**config.mk**
```make
export PLATFORM = sky130hd
export DESIGN_NAME = bbd_ram
export DESIGN_NICKNAME = d
export VERILOG_FILES = /design/src/rtl/core/bbd_ram.sv
export SDC_FILE = /design/constraint.sdc
export NUM_CORES = 1
export LEC_CHECK = 0
export BUFFER_PORTS_ARGS = -buffer_cell sky130_fd_sc_hd__buf_2
export CELL_PAD_IN_SITES_DETAIL_PLACEMENT = 1
export CELL_PAD_IN_SITES_GLOBAL_PLACEMENT = 1
export CORE_UTILIZATION = 60
export CTS_BUF_LIST = sky130_fd_sc_hd__clkbuf_4
export DETAILED_ROUTE_END_ITERATION = 12
export GPL_TIMING_DRIVEN = 1
export PLACE_DENSITY = 0.85
export SLEW_MARGIN = 20
export SYNTH_ARGS = -nofsm -noshare
export SYNTH_HDL_FRONTEND = slang
export SYNTH_SLANG_ARGS = --single-unit
```
**constraint.sdc**
```tcl
create_clock -name clk -period 10.25 [get_ports clk]
set_clock_uncertainty 0.1 [all_clocks]
set_input_delay 1.025 -clock clk [delete_from_list [all_inputs] [get_ports clk]]
set_output_delay 1.025 -clock clk [all_outputs]
set_load 0.02 [all_outputs]
```
**src/rtl/core/bbd_ram.sv**
```systemverilog
// Generic single-port-write, single-port-read RAM with a registered read.
// Standalone; no package dependencies.
module bbd_ram #(
  parameter int WIDTH = 32,
  parameter int DEPTH = 16
) (
  input  logic                     clk,
  input  logic                     we,
  input  logic [$clog2(DEPTH)-1:0] waddr,
  input  logic [WIDTH-1:0]         wdata,
  input  logic [$clog2(DEPTH)-1:0] raddr,
  output logic [WIDTH-1:0]         rdata
);

  logic [WIDTH-1:0] mem [DEPTH];

  // Write and registered read.
  always_ff @(posedge clk) begin
    if (we) begin
      mem[waddr] <= wdata;
    end
    rdata <= mem[raddr];
  end

endmodule

```
Word level (Yosys, flattened, before mapping)
Memories as Yosys holds them, arrays and structs flattened. A register that Yosys moved wholly into a read port is not among the register bits.
Cells that the tools add are included.
{"block": "op_classes", "addsub": 0, "multipliers": 0, "div": 0, "n_lt_le_gt_ge": 0, "n_eq_ne": 0, "shift": 0, "mux": 2, "bitwise_logic": 0, "reduce_logical": 0}
{"operator": "two-way mux 1 bit", "n": 2}
{"block": "totals", "ff_bits": 0, "latchBits": 0, "ramBits": 512, "romBits": 0, "inputBits": 42, "output_inout_bits": 32, "n_memories": 1}
{"name": "mem", "words": 16, "width": 32, "read_ports": 1, "rd_clocked_by_memory_dff": 1, "write_ports": 1, "line": "15", "rtl": "logic [WIDTH-1:0] mem [DEPTH];"}

Longest topological paths before layout
{"block": "logic_depth", "depth_word": 2, "depth_mapped": 5, "ltp_nobuf": 3}

Worst setup path after synthesis
Ideal clock, no wire load.
{"block": "synth_path", "path_kind": "input to register", "startpoint": "input port waddr[2]", "endpoint": "memory mem[0][0], enable pin", "setup_time_ns": 0.461, "t_arrival_ns": 3.743, "required_ns": 9.689, "path_slack_ns": 5.945, "stages": 2, "path_buffers": 0, "cell_sequence": "or3b_2 -> nor3_1"}
{"element": "start: declaration", "line": "9", "rtl": "input logic [$clog2(DEPTH)-1:0] waddr,"}
{"element": "end: declaration", "line": "15"}
No word-level cell before the write port.

==> impl_metrics.yaml <==
power_and_ir_drop:
  combPwrFrac: 0.052
  p_per_area_nw_per_um2: 204
  p_sw_frac: 0.232
  ir_drop_v: 0.000104
  sequentialPowerShare: 0.543
  p_int_w: 0.00354
  p_leak_nw: 7.52
  power_switching_w: 0.00107
  clkPwrFrac: 0.406
placement:
  hpwlAfterDp_mm: 24.2
  portBuffers: 73
  gp_congestion: 0.742
floorplan:
  die_x_um: 184
  row_count: 66
  start_util: 0.610
  coreArea_sq_um: 32500
  design.die.area_sq_um: 33800
  num_io_pins: 74
  die_y_um: 184
drt:
  vias: 10000
  drc_errors: 0
  drt_iter0_drc: 1284
  wl_mm: 49.6
  drt_first_pass_iters: 5
  ant_nets: 0
  vias_per_cell: 6.32
  detail_route.wl_per_cell_um: 31.3
cts:
  ctsHoldBuffers: 0
  path_clk_slew_ps: 90
  cts_buffers: 136
  cts_setup_buffers: 0
  cts.repair.resized: 0
  clk_path_buf_depth: 3
  clock-sinks: 544
  htreeDepth: 4
  cts_tree: "yes"
  cts-root-buf: "clkbuf_4"
  clk_latency_ps: 830
timing:
  rsz0062_at_grt: "false"
  relSlewSlack: 0.215
  fmaxAchievable_ghz: 0.330
  fin_crit_ps: 3030
  tightestPinTransition_ps: 1180
  finalCritPeriodShare: 0.296
  setup_violations: 0
  slew_viol_final: 0
  fin_tns_setup_ps: 0
  final-hold-violation-count: 0
hold_path:
  hold_start: "wdata[7]"
  hold_path_class: "input pin to flop"
run_status:
  status: "finished clean"
synthesis:
  seq_area_frac_synth: 0.807
  synth_area_sq_um: 19900
  syn-num-nets: 880
  avgSynthCellArea_sq_um: 23.7
  yosys.area.top_type_share: 0.774
  ys.warnings.count: 0
  yosysTopAreaCell: "edfxtp_1"
  yosysUniqueCellTypes: 18
  yosys-top-cells-area: "edfxtp_1 77%, mux4_2 15%, dfxtp_1 3.2%"
  syn_inst: 838
  ys_ff_latch: 544
critical_path:
  crit_arrival_ps: 3590
  worst_setup_path_start_kind: "input pin"
  timing.rr.start: "mem[8][31]$_DFFE_PP_"
  crit_required_ps: 10810
  crit_start: "raddr[1]"
  critPathCaptureType: "flop"
  critPathKind: "input pin to flop"
  crit_fanout: 74
global_route:
  antenna_found_initial: 4
  grt_pass1_vias: 10800
  grt_max_degree: 83
  gr-total-overflow: 0
  grt_util_all_layers: 0.308
  grt_pass1_wl_mm: 71.7
cells_and_area:
  syn2layout_area_growth_pct: 14.1
  fin_nets: 1072
  fin_util: 0.697
  layout-drive-gt1-share: 0.407
run:
  drv_cap: 0
==> metrics by stage <==
step	hold slack (ps)	instance area [sq um]	total power, W	worst slack, ps	cells
final	468	22700	0.00461	7220	1584
after global routing	429	22700	0.00475	7170	1581
after CTS	413	22600	0.00464	7070	1578
after detailed placement	563	20900	0.00278	6260	1333
after global placement	544	20900	0.00277	6340	1333
after floorplan	535	19900	0.00268	5950	838
==> cell families after synthesis <==
| group | Yosys count | synth area share |
|---|---|---|
| compound gates | 64 | 0.0242 |
| buf+inv | 43 | 0.0112 |
| mux | 128 | 0.145 |
| simple gates | 59 | 0.0127 |
| flops | 544 | 0.807 |
==> power groups by stage <==
stage	sequential (W)	combinational, W	clock (W)
after floorplan	0.00256	0.000119	0
after global placement	0.00255	0.000221	0
after detailed placement	0.00255	0.000233	0
after CTS	0.00250	0.000238	0.00190
after global routing	0.00251	0.000252	0.00199
final	0.00250	0.000239	0.00187
==> routing by layer <==
layer | wire, um | global-route usage | vias up
met5 | 0 | 0 | -
met4 | 1170 | 0.121 | 0
met3 | 4340 | 0.0707 | 91
met2 | 25000 | 0.495 | 644
met1 | 19000 | 0.417 | 5238
li1 | - | - | 4038
==> final cells by class <==
type | count | area (sq um)
repair buffers | 97 | 577
flip-flops and latches | 544 | 16000
fillers | 2647 | 9870
well taps | 442 | 553
diodes | 5 | 12.5
multi-input cells | 251 | 3760
clock inverters | 39 | 201
clock buffers | 206 | 1550
==> synthesized netlist by cell type (all sizes together) <==
| library cell | number |
|---|---|
| nand3 | 1 |
| dfxtp | 32 |
| a22oi | 64 |
| and2 | 1 |
| mux4 | 128 |
| nor2 | 13 |
| nand3b | 2 |
| nor3 | 4 |
| nand2b | 2 |
| buf | 26 |
| edfxtp | 512 |
| clkbuf | 17 |
| nand2 | 33 |
| nor2b | 2 |
| or3b | 1 |
==> layout by cell type, fill, tap and decap left out, drive strengths merged <==
cell and n:
edfxtp 512, clkbuf 207, mux4 128, buf 96, a22oi 64, nand2 33, dfxtp 32, clkinv 30
nor2 13, inv 7, diode 5, nor3 4, nor2b 2, nand3b 2, nand2b 2, bufinv 2
and2 1, nand3 1, or3b 1
==> flip-flops by register name (all words and copies together), names as in the netlist <==
name / flops
mem: 512
rdata: 32
==> critical path, stage by stage <==
cell	delay [ps]
buf_4	620
buf_4	980
mux4_2	440
a22oi_1	300
nand2_1	150
==> path summary, 6_finish.rpt <==
| check | endpoint | slack (ps) | depth (start not counted) |
|---|---|---|---|
| setup / recovery | rdata[31]$_DFF_P_ | 7220 | 5 |
| hold / removal | mem[6][7]$_DFFE_PP_ | 470 | 1 |
| setup reg to reg | rdata[31]$_DFF_P_ | 8670 | 3 |
| hold reg to reg | rdata[5]$_DFF_P_ | 570 | 3 |
No activity file was read; power rests on OpenSTA's default activity.
