[config.mk]
export PLATFORM = sky130hd
export DESIGN_NAME = bbd_qdiv
export DESIGN_NICKNAME = d
export VERILOG_FILES = /design/src/rtl/core/bbd_pkg.sv /design/src/rtl/core/bbd_qdiv.sv
export SDC_FILE = /design/constraint.sdc
export NUM_CORES = 1
export LEC_CHECK = 0
export ABC_CLOCK_PERIOD_IN_PS = 9200
export BUFFER_PORTS_ARGS = -buffer_cell sky130_fd_sc_hd__buf_2
export CORE_MARGIN = 2
export CORE_UTILIZATION = 56
export CTS_CLUSTER_DIAMETER = 150
export DETAILED_ROUTE_END_ITERATION = 12
export GPL_TIMING_DRIVEN = 0
export PLACE_DENSITY_LB_ADDON = 0.2
export SYNTH_ARGS = -nofsm -noshare
export SYNTH_HDL_FRONTEND = slang
export SYNTH_SLANG_ARGS = --single-unit
[constraint.sdc]
create_clock -name clk -period 9.2 [get_ports clk]
set_input_delay 1.84 -clock clk [delete_from_list [all_inputs] [get_ports clk]]
set_output_delay 1.84 -clock clk [all_outputs]
set_load 0.01 [all_outputs]
[src/rtl/core/bbd_pkg.sv]
// Shared types, constants and fixed-point helpers for the B-spline basis
// derivative block. Used by the divider and the top level; no dependencies.
package bbd_pkg;

  // Default sizes handed to the top-level parameters.
  localparam int MAX_DEGREE_DEF = 3;
  localparam int MAX_KNOTS_DEF  = 16;

  // Q16.16 constants.
  localparam logic signed [31:0] Q_ONE   = 32'sh0001_0000;
  localparam logic signed [31:0] Q_MAX   = 32'sh7FFF_FFFF;
  localparam logic signed [31:0] Q_MIN   = -32'sh8000_0000;

  // Span search gives up after this many halvings.
  localparam int SEARCH_STEPS = 8;

  // Divider: 48 quotient bits, two per cycle.
  localparam int DIV_BITS      = 48;
  localparam int DIV_PER_CYCLE = 2;
  localparam int DIV_CYCLES    = DIV_BITS / DIV_PER_CYCLE;
  localparam int DIV_CNT_W     = $clog2(DIV_CYCLES + 1);

  // Configuration port.
  localparam int PADDR_W = 4;
  localparam logic [1:0] REG_DEGREE = 2'd0;
  localparam logic [1:0] REG_DERIV  = 2'd1;
  localparam logic [1:0] REG_BASIS  = 2'd2;

  // Reset values of the configuration registers.
  localparam logic [1:0] DEGREE_RST = 2'd2;
  localparam logic [1:0] DERIV_RST  = 2'd2;
  localparam logic [3:0] BASIS_RST  = 4'd5;

  // Input word actions.
  localparam logic ACT_WRITE = 1'b0;
  localparam logic ACT_EVAL  = 1'b1;

  typedef struct packed {
    logic               action;
    logic [3:0]         knot_index;
    logic signed [31:0] knot_value;
    logic signed [31:0] point;
  } in_word_t;

  typedef struct packed {
    logic [1:0]         deriv_order;
    logic [3:0]         basis_index;
    logic [3:0]         span_index;
    logic signed [31:0] value;
    logic               divide_flag;
    logic               last;
  } out_word_t;

  // Status returned by the divider.
  typedef struct packed {
    logic               done;
    logic               zero;
    logic signed [31:0] quot;
  } div_res_t;

  typedef enum logic [4:0] {
    ST_IDLE,
    ST_SRCH_N,
    ST_SRCH_P,
    ST_SRCH_PCHK,
    ST_MID_A,
    ST_MID_B,
    ST_MID_C,
    ST_BUILD_INIT,
    ST_LR_A,
    ST_LR_B,
    ST_LR_C,
    ST_R_A,
    ST_R_DIV,
    ST_R_M1,
    ST_R_M2,
    ST_R_M3,
    ST_COPY,
    ST_DV_R,
    ST_DV_INIT,
    ST_T_A,
    ST_T_B,
    ST_T_DIV,
    ST_T_M,
    ST_T_ACC,
    ST_EMIT
  } bbd_state_t;

  // Clamp a wide signed value into 32 bits.
  function automatic logic signed [31:0] sat_wide(input logic signed [63:0] v);
    logic signed [31:0] res;
    if (v > 64'sh0000_0000_7FFF_FFFF) begin
      res = Q_MAX;
    end else if (v < -64'sh0000_0000_8000_0000) begin
      res = Q_MIN;
    end else begin
      res = v[31:0];
    end
    return res;
  endfunction

  // Saturating add.
  function automatic logic signed [31:0] sat_add(input logic signed [31:0] a,
                                                 input logic signed [31:0] b);
    logic signed [32:0] s;
    logic signed [31:0] res;
    s = {a[31], a} + {b[31], b};
    if (s[32] != s[31]) begin
      res = s[32] ? Q_MIN : Q_MAX;
    end else begin
      res = s[31:0];
    end
    return res;
  endfunction

  // Saturating subtract.
  function automatic logic signed [31:0] sat_sub(input logic signed [31:0] a,
                                                 input logic signed [31:0] b);
    logic signed [32:0] s;
    logic signed [31:0] res;
    s = {a[31], a} - {b[31], b};
    if (s[32] != s[31]) begin
      res = s[32] ? Q_MIN : Q_MAX;
    end else begin
      res = s[31:0];
    end
    return res;
  endfunction

  // Rescale a raw product to Q16.16, truncating toward zero.
  function automatic logic signed [31:0] qmul_fix(input logic signed [63:0] prod);
    logic signed [63:0] t;
    t = prod[63] ? (prod + 64'sd65535) : prod;
    t = t >>> 16;
    return sat_wide(t);
  endfunction

endpackage

[src/rtl/core/bbd_qdiv.sv]
// Iterative Q16.16 divider, two quotient bits per cycle, saturating.
// Depends on bbd_pkg for the result struct and divider constants.
module bbd_qdiv (
  input  logic                clk,
  input  logic                rst,
  input  logic                start,
  input  logic signed [31:0]  num,
  input  logic signed [31:0]  den,
  output bbd_pkg::div_res_t   res
);
  import bbd_pkg::*;

  logic                 busy;
  logic [DIV_CNT_W-1:0] cnt;
  logic [32:0]          rem;
  logic [47:0]          dvd;
  logic [47:0]          quo;
  logic [31:0]          dmag;
  logic                 neg;
  logic [32:0]          rem_n;
  logic [47:0]          dvd_n;
  logic [47:0]          quo_n;
  logic [31:0]          num_mag;
  logic [31:0]          den_mag;
  logic signed [31:0]   qsat;

  // Magnitudes of the operands.
  assign num_mag = num[31] ? (32'd0 - num) : num;
  assign den_mag = den[31] ? (32'd0 - den) : den;

  // Restoring division steps for one cycle.
  always_comb begin
    rem_n = rem;
    dvd_n = dvd;
    quo_n = quo;
    for (int b = 0; b < DIV_PER_CYCLE; b++) begin
      rem_n = {rem_n[31:0], dvd_n[47]};
      dvd_n = {dvd_n[46:0], 1'b0};
      if (rem_n >= {1'b0, dmag}) begin
        rem_n = rem_n - {1'b0, dmag};
        quo_n = {quo_n[46:0], 1'b1};
      end else begin
        quo_n = {quo_n[46:0], 1'b0};
      end
    end
  end

  // Apply the sign and saturate to 32 bits.
  always_comb begin
    if (!neg) begin
      qsat = (quo > 48'h0000_7FFF_FFFF) ? Q_MAX : quo[31:0];
    end else begin
      qsat = (quo > 48'h0000_8000_0000) ? Q_MIN : (32'd0 - quo[31:0]);
    end
  end

  // Sequencing of one division.
  always_ff @(posedge clk) begin
    if (rst) begin
      busy     <= 1'b0;
      res.done <= 1'b0;
    end else begin
      res.done <= 1'b0;
      if (start) begin
        if (den == 32'sd0) begin
          res.done <= 1'b1;
          res.zero <= 1'b1;
          res.quot <= 32'sd0;
        end else begin
          busy     <= 1'b1;
          cnt      <= DIV_CNT_W'(DIV_CYCLES);
          rem      <= '0;
          dvd      <= {num_mag, 16'h0000};
          quo      <= '0;
          dmag     <= den_mag;
          neg      <= num[31] ^ den[31];
          res.zero <= 1'b0;
        end
      end else if (busy) begin
        if (cnt != '0) begin
          rem <= rem_n;
          dvd <= dvd_n;
          quo <= quo_n;
          cnt <= cnt - 1'b1;
        end else begin
          busy     <= 1'b0;
          res.done <= 1'b1;
          res.quot <= qsat;
        end
      end
    end
  end

endmodule

**Yosys cells after proc, flatten, opt, wreduce, memory -nomap -nowiden**

Index checks and enable logic that the tools add are counted.

- Bits in registers: 201
- Input bits: 67
- Output and inout bits: 34
- Word-level logic and storage cells: 72

- $add $sub $neg: 6
- Magnitude comparators: 4
- Eq/ne operators: 3
- Muxes and demuxes: 37
- Bitwise operators: 3
- Reduce and logical (&&, ||, !) cells: 8

Operator list:

| operator | count |
|---|---|
| $mux 32 | 14 |
| $mux 48 | 8 |
| $sub 1x32->32 const A | 3 |
| $ge 33x32->1 | 2 |
| $sub 32x32->32 | 2 |
| $gt 48x31->1 const B | 1 |
| $gt 48x32->1 const B | 1 |
| $logic_not 32->1 | 1 |
| $mux 31 | 1 |
| $mux 5 | 4 |
| $mux 1 | 10 |
| $reduce_and 4->1 | 2 |
| $reduce_bool 5->1 | 1 |
| $sub 5x1->5 const B | 1 |
| $ne 2x2->1 const B | 2 |
| $reduce_bool 2->1 | 2 |
| $reduce_and 3->1 | 1 |
| $ne 2x1->1 const B | 1 |
| $not 1->1 | 2 |
| $reduce_and 2->1 | 1 |
| $xor 1x1->1 | 1 |

**Depth between registers and ports, before layout**

Gate-level depths: netlist of run 1.

- Word-level depth: 7
- Depth in mapped cells: 27
- Gate-level depth less buffers: 24

**Worst setup path before layout of run 1**

No wires, ideal clock.

- Path kind: input -> register
- Start point: input den[0]
- End point: register cnt[0] (enable)
- Library setup time: 0.633 ns
- Arrival time: 8.423 ns
- Required time: 8.567 ns
- Slack: 0.144 ns
- Stages on the path: 11
- Cell sequence: inv_1 > ha_1 > nand2_1 > or3_1 > nor2_1 > nand2_1 > nor4_1 > nand2_1 > nor4_1 > nand2b_1 > a21oi_1

- Longest elaborated chain between the ends: 3

Ends and longest elaborated chain:

| element | line | text |
|---|---|---|
| start, declared | bbd_qdiv.sv:8 | `input logic signed [31:0] den,` |
| $logic_not 32->1 | bbd_qdiv.sv:65 | `if (den == 32'sd0) begin` |
| $ne 2x2->1 (no line) | n/a |  |
| $reduce_and 4->1 (no line) | n/a |  |
| end signal, assigned | bbd_qdiv.sv:71 | `cnt <= DIV_CNT_W'(DIV_CYCLES);` |
| end signal, assigned | bbd_qdiv.sv:84 | `cnt <= cnt - 1'b1;` |
| end, declared | bbd_qdiv.sv:14 | `logic [DIV_CNT_W-1:0] cnt;` |

Every way passes these cells.
A chain may end at the register's enable or synchronous reset.

**Worst setup path after layout of run 1**

- Start point: register dmag[14]
- End point: register rem[22], data pin

- Longest elaborated chain between the ends: 7
- Elaborated cells on any way between the ends: 9

Ends and longest elaborated chain:

| element | line | text |
|---|---|---|
| start, declared | bbd_qdiv.sv:18 | `logic [31:0] dmag;` |
| start signal, assigned | bbd_qdiv.sv:75 | `dmag <= den_mag;` |
| $sub 32x32->32 or $ge 33x32->1 (tied branches) | bbd_qdiv.sv:40, bbd_qdiv.sv:39 |  |
| $mux 32 | bbd_qdiv.sv:39 | `if (rem_n >= {1'b0, dmag}) begin` |
| $sub 32x32->32 or $ge 33x32->1 (tied branches) | bbd_qdiv.sv:40, bbd_qdiv.sv:39 |  |
| $mux 32 * | bbd_qdiv.sv:39 |  |
| $mux 32 * | bbd_qdiv.sv:80 | `if (cnt != '0) begin` |
| $mux 32 * | bbd_qdiv.sv:79 | `end else if (busy) begin` |
| $mux 32 * | bbd_qdiv.sv:64 | `if (start) begin` |
| end signal, assigned | bbd_qdiv.sv:81 | `rem <= rem_n;` |
| end, declared | bbd_qdiv.sv:15 | `logic [32:0] rem;` |

Every way passes the cells marked *; elsewhere a longest branch is shown, timed or not. The select of a mux whose other input is x is not followed.

==> results of run 1 <==
report_power, final:
| part | leakage, nW | switching [mW] | internal [mW] |
|---|---|---|---|
| registers | 1.75 | 0.0617 | 1.08 |
| logic | 3.47 | 1.49 | 1.00 |
| clock network | 0.295 | 0.395 | 0.373 |
| total | 5.51 | 1.95 | 2.46 |
per-layer routing:
layer	vias up	track usage [%]	wire, um
met4	0	5.810	483
li1	5302	-	-
met5	-	0	0
met2	442	43.59	14940
met3	47	5.850	2574
met1	5204	39.92	15080
synthesized netlist by cell type (all sizes together) (4+ instances only):
cell type | number | area share (%)
edfxtp | 183 | 43
a21oi | 144 | 5.6
nor2 | 124 | 3.6
nand2 | 119 | 3.5
o21ai | 101 | 4.0
inv | 69 | 2.0
ha | 68 | 6.6
xnor2 | 66 | 4.5
xor2 | 51 | 3.5
nor2b | 48 | 2.3
clkbuf | 46 | 1.3
nor3 | 30 | 1.2
mux2i | 27 | 2.1
nand3 | 24 | 0.93
o31ai | 22 | 1.3
nor3b | 19 | 1.3
nor4 | 18 | 0.92
a211oi | 17 | 0.99
a21o | 17 | 0.99
or3 | 17 | 0.87
a31oi | 15 | 0.73
nand4 | 15 | 0.73
nand2b | 14 | 0.68
or4 | 14 | 0.91
buf | 13 | 0.54
or2 | 11 | 0.54
o41ai | 9 | 0.67
a211o | 6 | 0.41
o21a | 6 | 0.35
o21bai | 6 | 0.35
a311oi | 4 | 0.27
nand4b | 4 | 0.27
tightest hold or removal path, delay by kind of cell, from the launching register on:
kind | cells | cell delay (ns)
AOI/OAI and AO/OA | 2 | 0.16
DFF | 1 | 0.32
through the flow:
stage	setup WS [ns]	instances	setup TNS [ns]	power, mW
final	2.004	1795	0	4.408
after global routing	1.597	1795	0	4.725
after detailed placement	2.152	1763	0	3.597
after CTS	2.137	1795	0	4.373
after global placement	-2.898	1756	-338.03	3.558
after floorplan	0.1442	1372	0	3.050
worst min-delay path by stage:
stage,endpoint,slack [ns],cells after the start
floorplan,busy,0.46,2
global placement,busy,0.48,2
detailed placement,busy,0.52,2
CTS,busy,0.53,2
global route,busy,0.55,2
finish,busy,0.53,2
registers in the layout (all words and copies together) (netlist names):
register  count
quo          48
cnt           5
dvd          32
rem          32
neg           1
busy          1
dmag         32
res          34
kinds of logic after synthesis:
group / after synthesis
XOR/XNOR: 117
AND/OR/NAND/NOR: 472
flip-flops: 185
AO/OA/AOI/OAI: 371
adder cells (fa/ha/maj): 70
buffers and inverters: 128
multiplexers: 29
cell type report:
type | instances | area share (%)
inverter | 69 | 1.786
multi-input combinational | 1059 | 47.18
buffer | 59 | 1.665
sequential | 185 | 38.16
clock inverter | 15 | 1.346
clock buffer | 17 | 2.933
timing repair buffer | 106 | 4.468
tap | 285 | 2.458
==> results.toml, run 1 <==
[status]
outcome = "complete, no violations"

[cts]
cts_max_level = 4
insertion_delay_ns = 0.45
tritoncts = "built"
tritoncts.num_buffers = 17
cts.path.max_buffers = 2
post-cts-setup-buffers = 0
clkTransAtPathRegs_ns = 0.08
cts-resized-gates = 0
clockRootBuffer = "clkbuf_16"
cts_hold_repair.buffers = 0
cts.sink_count = 185

[sta]
slew_violations = 0
timing.final.hold_violations = 0
max_freq_mhz = 139.0
final.min_clock_period_ns = 7.196
slew_headroom_pct = 36.48
worstMarginPinSlew_ns = 0.9428
grt_setup_unrepaired = "false"
worst_hold_slack_ns = 0.5341
timing.clock.skew_ns = 0.02000
setup_viol_count_final = 0
min_period_over_period_pct = 78.22

[critical_path]
crit_path_start_kind = "flip-flop"
critical_path.max_fanout = 10
worst_reg_to_reg_setup_slack_ns = 2.00
r2r_end = "rem[22]"
timing.critical_path.arrival_ns = 7.38
critical_path_class = "flip-flop to flip-flop"
worstSetupEndpoint = "rem[22]"
critPathRequiredTime_ns = 9.38
timing.critical_path.max_delay_family = "compound AO/OA/AOI/OAI gates"
crit_slowest_cell = "buf_1"
cp-startpoint = "dmag[14]"
path_depth_of_the_worst_reg2reg_path = 26
worstSetupPathDepth = 26
ff_to_ff_start = "dmag[14]"
critical_path_buf_inv_count = 6
worst_path_largest_cell_delay_ns = 0.56
worstSetupEndpointType = "flip-flop"
crit_path_frequent_cell = "a21oi_1"

[placed_design]
post_dp_cell_area_mm2 = 0.01388
routabilityCongestion = 0.9329
dp_hpwl_mm = 25.04
io_buffers = 99

[floorplanning]
io_pins = 101
core_area_mm2 = 0.02257
chipWidth_um = 155.5
die_height_um = 155.5
initial_cell_density_of_the_core_pct = 56.96
die-area_mm2 = 0.02418
floorplan.rows = 55

[synthesis]
synthesized_area_fraction_occupied_by_xor_and_xnor_cells_pct = 7.971
synth_compound_gate_area_share_pct = 17.17
async_flop_share_pct = 0
yosys.area_share.adder_pct = 6.929
synth-simple-area-share_pct = 18.71
post_synthesis_sequential_area_ratio_pct = 43.06
synthesized_net_count = 1509
synthesis.yosys.warnings = 0
syn-cell-area_mm2 = 0.01286
yosys_most_used_dff = "edfxtp_1"
yosysUniqueCellTypes = 67
synth-edff-count = 183
synth.area.mux_share_pct = 2.277
avgSynthCellArea_um2 = 9.370
yosys_register_bits = 185
postSynthCellCount = 1372
largest_family_of_logic_cells_by_synthesized_area = "simple AND/OR/NAND/NOR gates"

[cells_and_area]
mostFrequentLayoutCells = "edfxtp_1, a21oi_1, nor2_1"
share_of_final_layout_standard_cells_stronger_than_drive_strength_1_pct = 11.52
diodes = 0
areaGrowthSynthToFinish_pct = 12.83
fill_cell_instance_count_of_the_final_layout = 1896
final_common_cell = "edfxtp_1"
seqCellArea_mm2 = 0.005535
design_area_mm2 = 0.01451
post-route-util_pct = 64.26
multi_input_area_mm2 = 0.006844
fin_nets = 1634

[power_and_ir_drop]
power.leakage_nw = 5.514
highest_ir_drop_seen_on_vdd_v = 0.0002108
power_per_cell_area_mw_per_mm2 = 303.9

[grt]
grt_pass1_wl_mm = 53.21
grt_util_all_layers_pct = 27.74
overflow = 0
first_global_vias = 10330
grt_start_max_net_pins = 33
grt_antenna_before_repair = 0

[route]
drt_wl_total_mm = 33.07
drtAntennaViolNets = 0
detail_route.drc_violations = 0
vias = 11000
drt_iter0_markers = 912
average_vias_per_placed_instance = 6.125
detail_route.wl_per_cell_um = 18.43
drtPass1Iterations = 6

[min_path]
worst_hold_startpoint = "busy"
class_of_the_worst_hold_path = "flip-flop to flip-flop"

[flow_run]
reported_max_cap_violation_count = 0
Power figures use the tool's default switching activity.
==> inputs of run 2 (changes only) <==
ABC_AREA = 1   (was unset)
ABC_CLOCK_PERIOD_IN_PS = 6100   (was 9200)
clock period = 6.1 ns   (was 9.2 ns; I/O delays follow)
==> run 2 against run 1 <==
  * Maximum frequency increased by 28%
  * Clock power increased by 55%
  * Non-clock buffer count decreased by 9
  * Final cell count increased by 36%
  * Sequential power increased by 56%
  * Critical path type unchanged
  * Die area increased by 13%
  * Highest routed layer is now met5
==> results.toml, run 2 <==
[status]
outcome = "complete, no violations"

[placed_design]
routabilityCongestion = 0.9431
io_buffers = 99
post_dp_cell_area_mm2 = 0.01554
dp_hpwl_mm = 33.26
post-place-cells = 2407

[route]
drt_wl_total_mm = 41.68
detail_route.drc_violations = 0
vias = 13620
average_vias_per_placed_instance = 5.573
drt_iter0_markers = 1472
drtPass1Iterations = 6
detail_route.wl_per_cell_um = 17.05
drtAntennaViolNets = 0

[synthesis]
async_flop_share_pct = 0
synthesis.yosys.warnings = 0
synth_largest_area_cell = "edfxtp_1"
synth-edff-count = 183
postSynthCellCount = 1972
post_synthesis_sequential_area_ratio_pct = 38.12
yosysUniqueCellTypes = 45
most_frequently_used_cell_type_in_the_post_synthesis_netlist = "nand2_1"
synth_area_leaders = "edfxtp_1, nand2_1, inv_1"
synth.top_cells.by_count = "nand2_1, inv_1, nor2_1"
synthesized_net_count = 2109
yosys_most_used_dff = "edfxtp_1"
syn-cell-area_mm2 = 0.01452
yosys_register_bits = 185
avgSynthCellArea_um2 = 7.363
synth.top_cell.area_share_pct = 37.85

[cells_and_area]
registers.top_by_ff_count = "quo"
number_of_flip_flops_under_the_largest_register_name = 48
fin_nets = 2233
areaGrowthSynthToFinish_pct = 11.56
design_area_mm2 = 0.01620
biggestRegsByFlops = "quo x48, res x34"
non_filler_cells_in_the_finished_layout = 2444
share_of_final_layout_standard_cells_stronger_than_drive_strength_1_pct = 9.531
final_common_cell = "nand2_1"
mostFrequentLayoutCells = "nand2_1, inv_1, nor2_1"
post-route-util_pct = 63.96

[cts]
cts-resized-gates = 0
cts.sink_count = 185
cts.path.max_buffers = 2
cts_max_level = 4
cts_hold_repair.buffers = 0
clkTransAtPathRegs_ns = 0.08
insertion_delay_ns = 0.45
tritoncts.num_buffers = 17
clockRootBuffer = "clkbuf_16"
post-cts-setup-buffers = 0
tritoncts = "built"

[floorplanning]
floorplan.rows = 58
io_pins = 101
core_area_mm2 = 0.02533
die-area_mm2 = 0.02723
chipWidth_um = 165.0
die_height_um = 165.0
initial_cell_density_of_the_core_pct = 57.33

[grt]
overflow = 0
first_global_vias = 12820
grt_util_all_layers_pct = 31.71
grt_antenna_before_repair = 6
grt_pass1_wl_mm = 66.29
grt_start_max_net_pins = 35

[critical_path]
critPathRequiredTime_ns = 6.36
critical_path_buf_inv_count = 10
worstSetupEndpointType = "flip-flop"
worst_path_largest_cell_delay_ns = 0.67
critical_path.max_fanout = 10
critical_path_class = "flip-flop to flip-flop"
crit_path_frequent_cell = "nand2_1"
timing.critical_path.arrival_ns = 5.90
crit_path_start_kind = "flip-flop"
crit_slowest_cell = "nor3_1"
timing.critical_path.max_delay_family = "simple AND/OR/NAND/NOR gates"

[sta]
min_period_over_period_pct = 92.41
timing.clock.skew_ns = 0.01905
worstMarginPinSlew_ns = 0.9206
timing.final.hold_violations = 0
slew_violations = 0
slew_headroom_pct = 38.62
setup_viol_count_final = 0
final.min_clock_period_ns = 5.637
max_freq_mhz = 177.4
grt_setup_unrepaired = "false"
setup_tns_ns = 0

[power_and_ir_drop]
power.leakage_nw = 7.386
power_per_cell_area_mw_per_mm2 = 542.4
highest_ir_drop_seen_on_vdd_v = 0.0002873

[flow_run]
reported_max_cap_violation_count = 0

[min_path]
class_of_the_worst_hold_path = "flip-flop to flip-flop"
## run 2: cell type report
class	count	area, um^2
buffer	51	272.8
fill	2327	9129
inverter	285	1070
clock buffer	17	425.4
sequential	185	5535
multi-input combinational	1451	7657
tap	330	412.9
timing repair buffer	105	589.3
clock inverter	15	222.7
antenna	5	12.51
## run 2: per-stage QoR
stage,hold slack (ns),setup WS [ns],power [mW]
6_report,0.4754,0.4627,8.786
5_1_grt,0.5274,0.1338,9.502
4_1_cts,0.4828,0.6474,8.685
3_5_place_dp,0.4618,0.7051,7.450
3_3_place_gp,0.4396,-1.370,7.398
2_1_floorplan,0.4288,0.4840,6.100
## run 2: cells by family after synthesis
logic type | Yosys count | synth area share [%]
AND/OR/NAND/NOR | 1000 | 29.67
buffers and inverters | 336 | 9.246
adder cells (fa/ha/maj) | 70 | 6.135
AO/OA/AOI/OAI | 272 | 10.25
flip-flops | 185 | 38.12
XOR/XNOR | 109 | 6.575
## run 2: worst register-to-register path, delay by kind of cell, from the launching register on
| family | cells | cell delay [ns] |
|---|---|---|
| buffers and inverters | 10 | 1.22 |
| adder cells (fa/ha/maj) | 2 | 0.69 |
| AND/OR/NAND/NOR | 14 | 2.80 |
| flip-flops | 1 | 0.34 |
| AO/OA/AOI/OAI | 2 | 0.41 |
## run 2: per-layer routing
metal	vias up	share of wire [%]	track usage, %
li1	6764	-	-
met1	6261	45	42.37
met2	490	46	51.69
met3	101	6.0	5.148
met4	4	3.5	12.41
met5	-	0.034	0
## run 2: final timing paths
kind,from,endpoint,slack (ns),cells past startpoint
worst max-delay path,dmag[31],rem[0],0.46,28
worst min-delay path,busy,busy,0.48,2
worst max register to register,dmag[31],rem[0],0.46,28
worst min register to register,busy,busy,0.48,2
## run 2: report_power, final
| group | total (mW) | internal, mW | switching [mW] |
|---|---|---|---|
| Sequential | 1.78 | 1.69 | 0.0923 |
| Combinational | 5.81 | 2.03 | 3.78 |
| Clock | 1.19 | 0.637 | 0.557 |
